--- config.mk ---
export PLATFORM = sky130hd
export DESIGN_NAME = gmr_ctrl
export DESIGN_NICKNAME = d
export VERILOG_FILES = /design/src/gmr_pkg.sv /design/src/gmr_ctrl.sv
export SDC_FILE = /design/constraint.sdc
export NUM_CORES = 1
export LEC_CHECK = 0
export ABC_AREA = 1
export BUFFER_PORTS_ARGS = -buffer_cell sky130_fd_sc_hd__buf_4
export CORE_AREA = 2 2 39 41
export DETAILED_ROUTE_END_ITERATION = 16
export DIE_AREA = 0 0 41 43
export PLACE_DENSITY = 0.44
export SLEW_MARGIN = 20
export SYNTH_ARGS = -nofsm -noshare
export SYNTH_HDL_FRONTEND = slang
export SYNTH_SLANG_ARGS = --single-unit
--- constraint.sdc ---
create_clock -name i_clk -period 1.9 [get_ports i_clk]
set_input_delay 0.19 -clock i_clk [delete_from_list [all_inputs] [get_ports i_clk]]
set_output_delay 0.19 -clock i_clk [all_outputs]
set_load 0.05 [all_outputs]
--- src/gmr_pkg.sv ---
// ----------------------------------------------------------------------------
// Guest memory package
// Operation codes and the command and status bundles that pass between the
// controller and the datapath.
// ----------------------------------------------------------------------------
package gmr_pkg;

    localparam logic [2:0] FN_READ    = 3'd0;
    localparam logic [2:0] FN_WRITE   = 3'd1;
    localparam logic [2:0] FN_RESERVE = 3'd2;
    localparam logic [2:0] FN_STCOND  = 3'd3;
    localparam logic [2:0] FN_ZERO    = 3'd4;

    localparam logic [2:0] LG_WORD  = 3'd2;
    localparam logic [2:0] LG_DWORD = 3'd3;
    localparam logic [2:0] LG_QUAD  = 3'd4;

    typedef struct packed {
        logic latch;
        logic check;
        logic clr;
        logic rd;
        logic merge;
        logic finish;
    } t_cmd;

    typedef struct packed {
        logic skip;
        logic last_word;
        logic clr_last;
    } t_stat;

endpackage

--- src/gmr_ctrl.sv ---
// ----------------------------------------------------------------------------
// Guest memory controller
// Sequences the clearing pass, the window check and the per-word
// read-modify-write steps of one operation.
// ----------------------------------------------------------------------------
module gmr_ctrl (
    input  logic          i_clk,
    input  logic          i_rst_n,
    input  logic          i_start,
    input  gmr_pkg::t_stat i_stat,
    output gmr_pkg::t_cmd  o_cmd,
    output logic          o_busy
);

    localparam logic [2:0] S_IDLE  = 3'd0;
    localparam logic [2:0] S_CLEAR = 3'd1;
    localparam logic [2:0] S_CHECK = 3'd2;
    localparam logic [2:0] S_READ  = 3'd3;
    localparam logic [2:0] S_MERGE = 3'd4;
    localparam logic [2:0] S_DONE  = 3'd5;

    logic [2:0] r_state;
    logic [2:0] n_state;

    always_comb begin
        n_state = r_state;
        o_cmd   = '0;
        unique case (r_state)
            S_CLEAR: begin
                o_cmd.clr = 1'b1;
                if (i_stat.clr_last) begin
                    n_state = S_IDLE;
                end
            end
            S_IDLE: begin
                if (i_start) begin
                    o_cmd.latch = 1'b1;
                    n_state     = S_CHECK;
                end
            end
            S_CHECK: begin
                o_cmd.check = 1'b1;
                n_state     = i_stat.skip ? S_DONE : S_READ;
            end
            S_READ: begin
                o_cmd.rd = 1'b1;
                n_state  = S_MERGE;
            end
            S_MERGE: begin
                o_cmd.merge = 1'b1;
                n_state     = i_stat.last_word ? S_DONE : S_READ;
            end
            S_DONE: begin
                o_cmd.finish = 1'b1;
                n_state      = S_IDLE;
            end
            default: begin
                n_state = S_IDLE;
            end
        endcase
    end

    always_ff @(posedge i_clk) begin
        if (!i_rst_n) begin
            r_state <= S_CLEAR;
        end else begin
            r_state <= n_state;
        end
    end

    assign o_busy = (r_state != S_IDLE);

endmodule

==> qor.csv <==
metric,value,unit
global-route wire length before repair,848,um
Clk pwr share,0.350,
critical path arrival,1160,ps
Clock Sinks,3,
Yosys top cell by area,dfxtp_1,
Mapped Area,205,sq um
drt total wl,512,um
worst endpoint required time,1710,ps
flop2flop setup slack,990,ps
clock buffer depth,2,
cts bufs inserted,3,
fill count,170,
Initial Util,0.148,
worst hold stages,2,
largest net degree at the start of global routing,7,
H-tree depth,1,
hold path start,i_rst_n,
layout cells sized above 1,0.420,
worst reg-to-reg path cell count,5,
crit-path max FO,5,
Async SR Flop Fraction,0,
power density over the cells,911,nW/um^2
"CP delay by family, top",simple AND/OR/NAND/NOR gates,
WL/cell,7.76,um
largest registers,r_state: 3 flops,
Yosys top cell area share,0.293,
Worst Hold Endpoint,r_state[0],
Nets,57,
slew margin rel.,0.867,
Largest register FFs,3,
combinational share of power,0.399,
full die area,1760,sq um
synth cell count leaders,"inv_1 (7), nand2_1 (6), nor2_1 (5), dfxtp_1 (3), nor3_1 (3)",
ANT nets after route,0,
Worst path max stage delay,340,ps
post-CTS setup repair buffer count,0,
Worst Path Buf+Inv,1,
Tcrit/Tclk final,0.709,
VDD IR max,0.243,mV
leading post-synthesis cells by cell area,"dfxtp_1 (29%), inv_1 (13%), nand2_1 (11%)",
port bufs,12,
Die Wd,41,um
final core occ,0.247,
vias in the first global route,228,
final setup skew,0.998,ps
final worst slack,552,ps
Core Area,1380,sq um
Synth cell types,13,
grt total ovfl,0,
status,completed,
Yosys Warn Count,0,
crit-path cells,"nor2_2, nand2_1, nor2_1, buf_4",
HP Class,primary input to register,
"Max stage delay cell, worst path",dfxtp_1,
reg2reg start,r_state[0],
ANT cells,0,
Hold WS,179,ps
Resized cells post-CTS,0,
f_max,742,MHz
Pint,0.188,mW
vias,253,
hold buffer count at cts,0,
"Seq/Total Area, Yosys",0.293,
setup TNS,0,ps
Post-DP HPWL,441,um
sequential power share,0.251,
CTS tree,yes,
final hold vios,0,
Worst Tran Pin Value,199,ps
Post-synth EDFFs,0,
Placer Congestion,0.710,
global-route usage over all layers,0.0753,
Place WS,783,ps
mean post-synth cell area,6.04,sq um
most frequent cell after synthesis,inv_1,
# IOs,13,
violation count after the first detailed-route iteration,5,
Root Driver,clkbuf_4,
final setup vio count,0,
r2r endpoint,r_state[1],
Layout area overhead,66.5,%
CP Capture Type,primary output,
Final Max Tran Viols,0,
crit start category,register,
"CTS clk-pin slew, worst paths",40,ps
synthesis-stage register bit count,3,
switch share,0.397,
largest register by flop count,r_state,
Post-synth top flop,dfxtp_1,
Post-Syn Instances,34,
drt pass-1 iters,4,
sw power,0.123,mW
initial antenna violation count,0,
Tmin final,1350,ps
num rows,14,
RSZ-0062 raised after global routing,no,
later-pin clock latency in the skew report,230,ps
max cap viols,0,
DR vias/cell,3.83,
Setup CP Type,register to primary output,
Leak,0.187,nW
Synth Net Count,40,
Chip Height,43,um
DRC Markers,0,
## area by class of cell
cell class / instances / area (sq um) / share of cell area
clock buffers: 4 / 26.3 / 0.0769
inverters: 8 / 30.0 / 0.0879
multi-input cells: 23 / 115 / 0.337
flip-flops and latches: 3 / 60.1 / 0.176
well taps: 16 / 20.0 / 0.0586
repair buffers: 12 / 90.1 / 0.264
## per-layer routing
metal,GRT usage,share of wire
met1,0.0900,0.46
met3,0.0524,0.12
met4,0.0400,0
met5,0,0
met2,0.0969,0.42
## power groups by stage
stage / logic, mW / registers [mW] / clock network, mW
detailed placement: 0.126 / 0.0791 / 0
global placement: 0.127 / 0.0792 / 0
global route: 0.136 / 0.0795 / 0.120
finish: 0.124 / 0.0781 / 0.109
floorplan: 0.0884 / 0.0776 / 0
CTS: 0.126 / 0.0781 / 0.116
## worst max path at each step
stage | to | from | slack, ps | cells past startpoint
4_1_cts | o_cmd[5] | r_state[1] | 530 | 4
3_5_place_dp | o_cmd[5] | r_state[1] | 780 | 4
2_1_floorplan | o_cmd[5] | r_state[1] | 110 | 3
6_report | o_cmd[5] | r_state[1] | 550 | 4
5_1_grt | o_cmd[4] | r_state[1] | 420 | 5
3_3_place_gp | o_cmd[5] | r_state[1] | 780 | 4
## kinds of logic (layout without fill, tap and decap cells)
logic type	after synthesis	count (layout)	synth area share
compound gates	2	2	0.0671
simple gates	21	21	0.494
buf+inv	8	24	0.146
flops	3	3	0.293
## placed cells by master, fill, tap and decap left out, drive strengths merged
master / netlist / final
nor3: 3 / 3
clkbuf: 0 / 4
inv: 8 / 8
buf: 0 / 12
o21ai: 1 / 1
dfxtp: 3 / 3
nand2: 8 / 8
a21oi: 1 / 1
nand3: 3 / 3
nor2: 6 / 6
nand4: 1 / 1
## per-stage QoR
stage | power (mW) | cells | cell area, sq um
after detailed placement | 0.205 | 62 | 315
final | 0.311 | 66 | 342
after floorplan | 0.166 | 34 | 205
after CTS | 0.320 | 66 | 342
after global placement | 0.206 | 62 | 315
after global routing | 0.335 | 66 | 342
No activity file was read; power rests on OpenSTA's default activity.
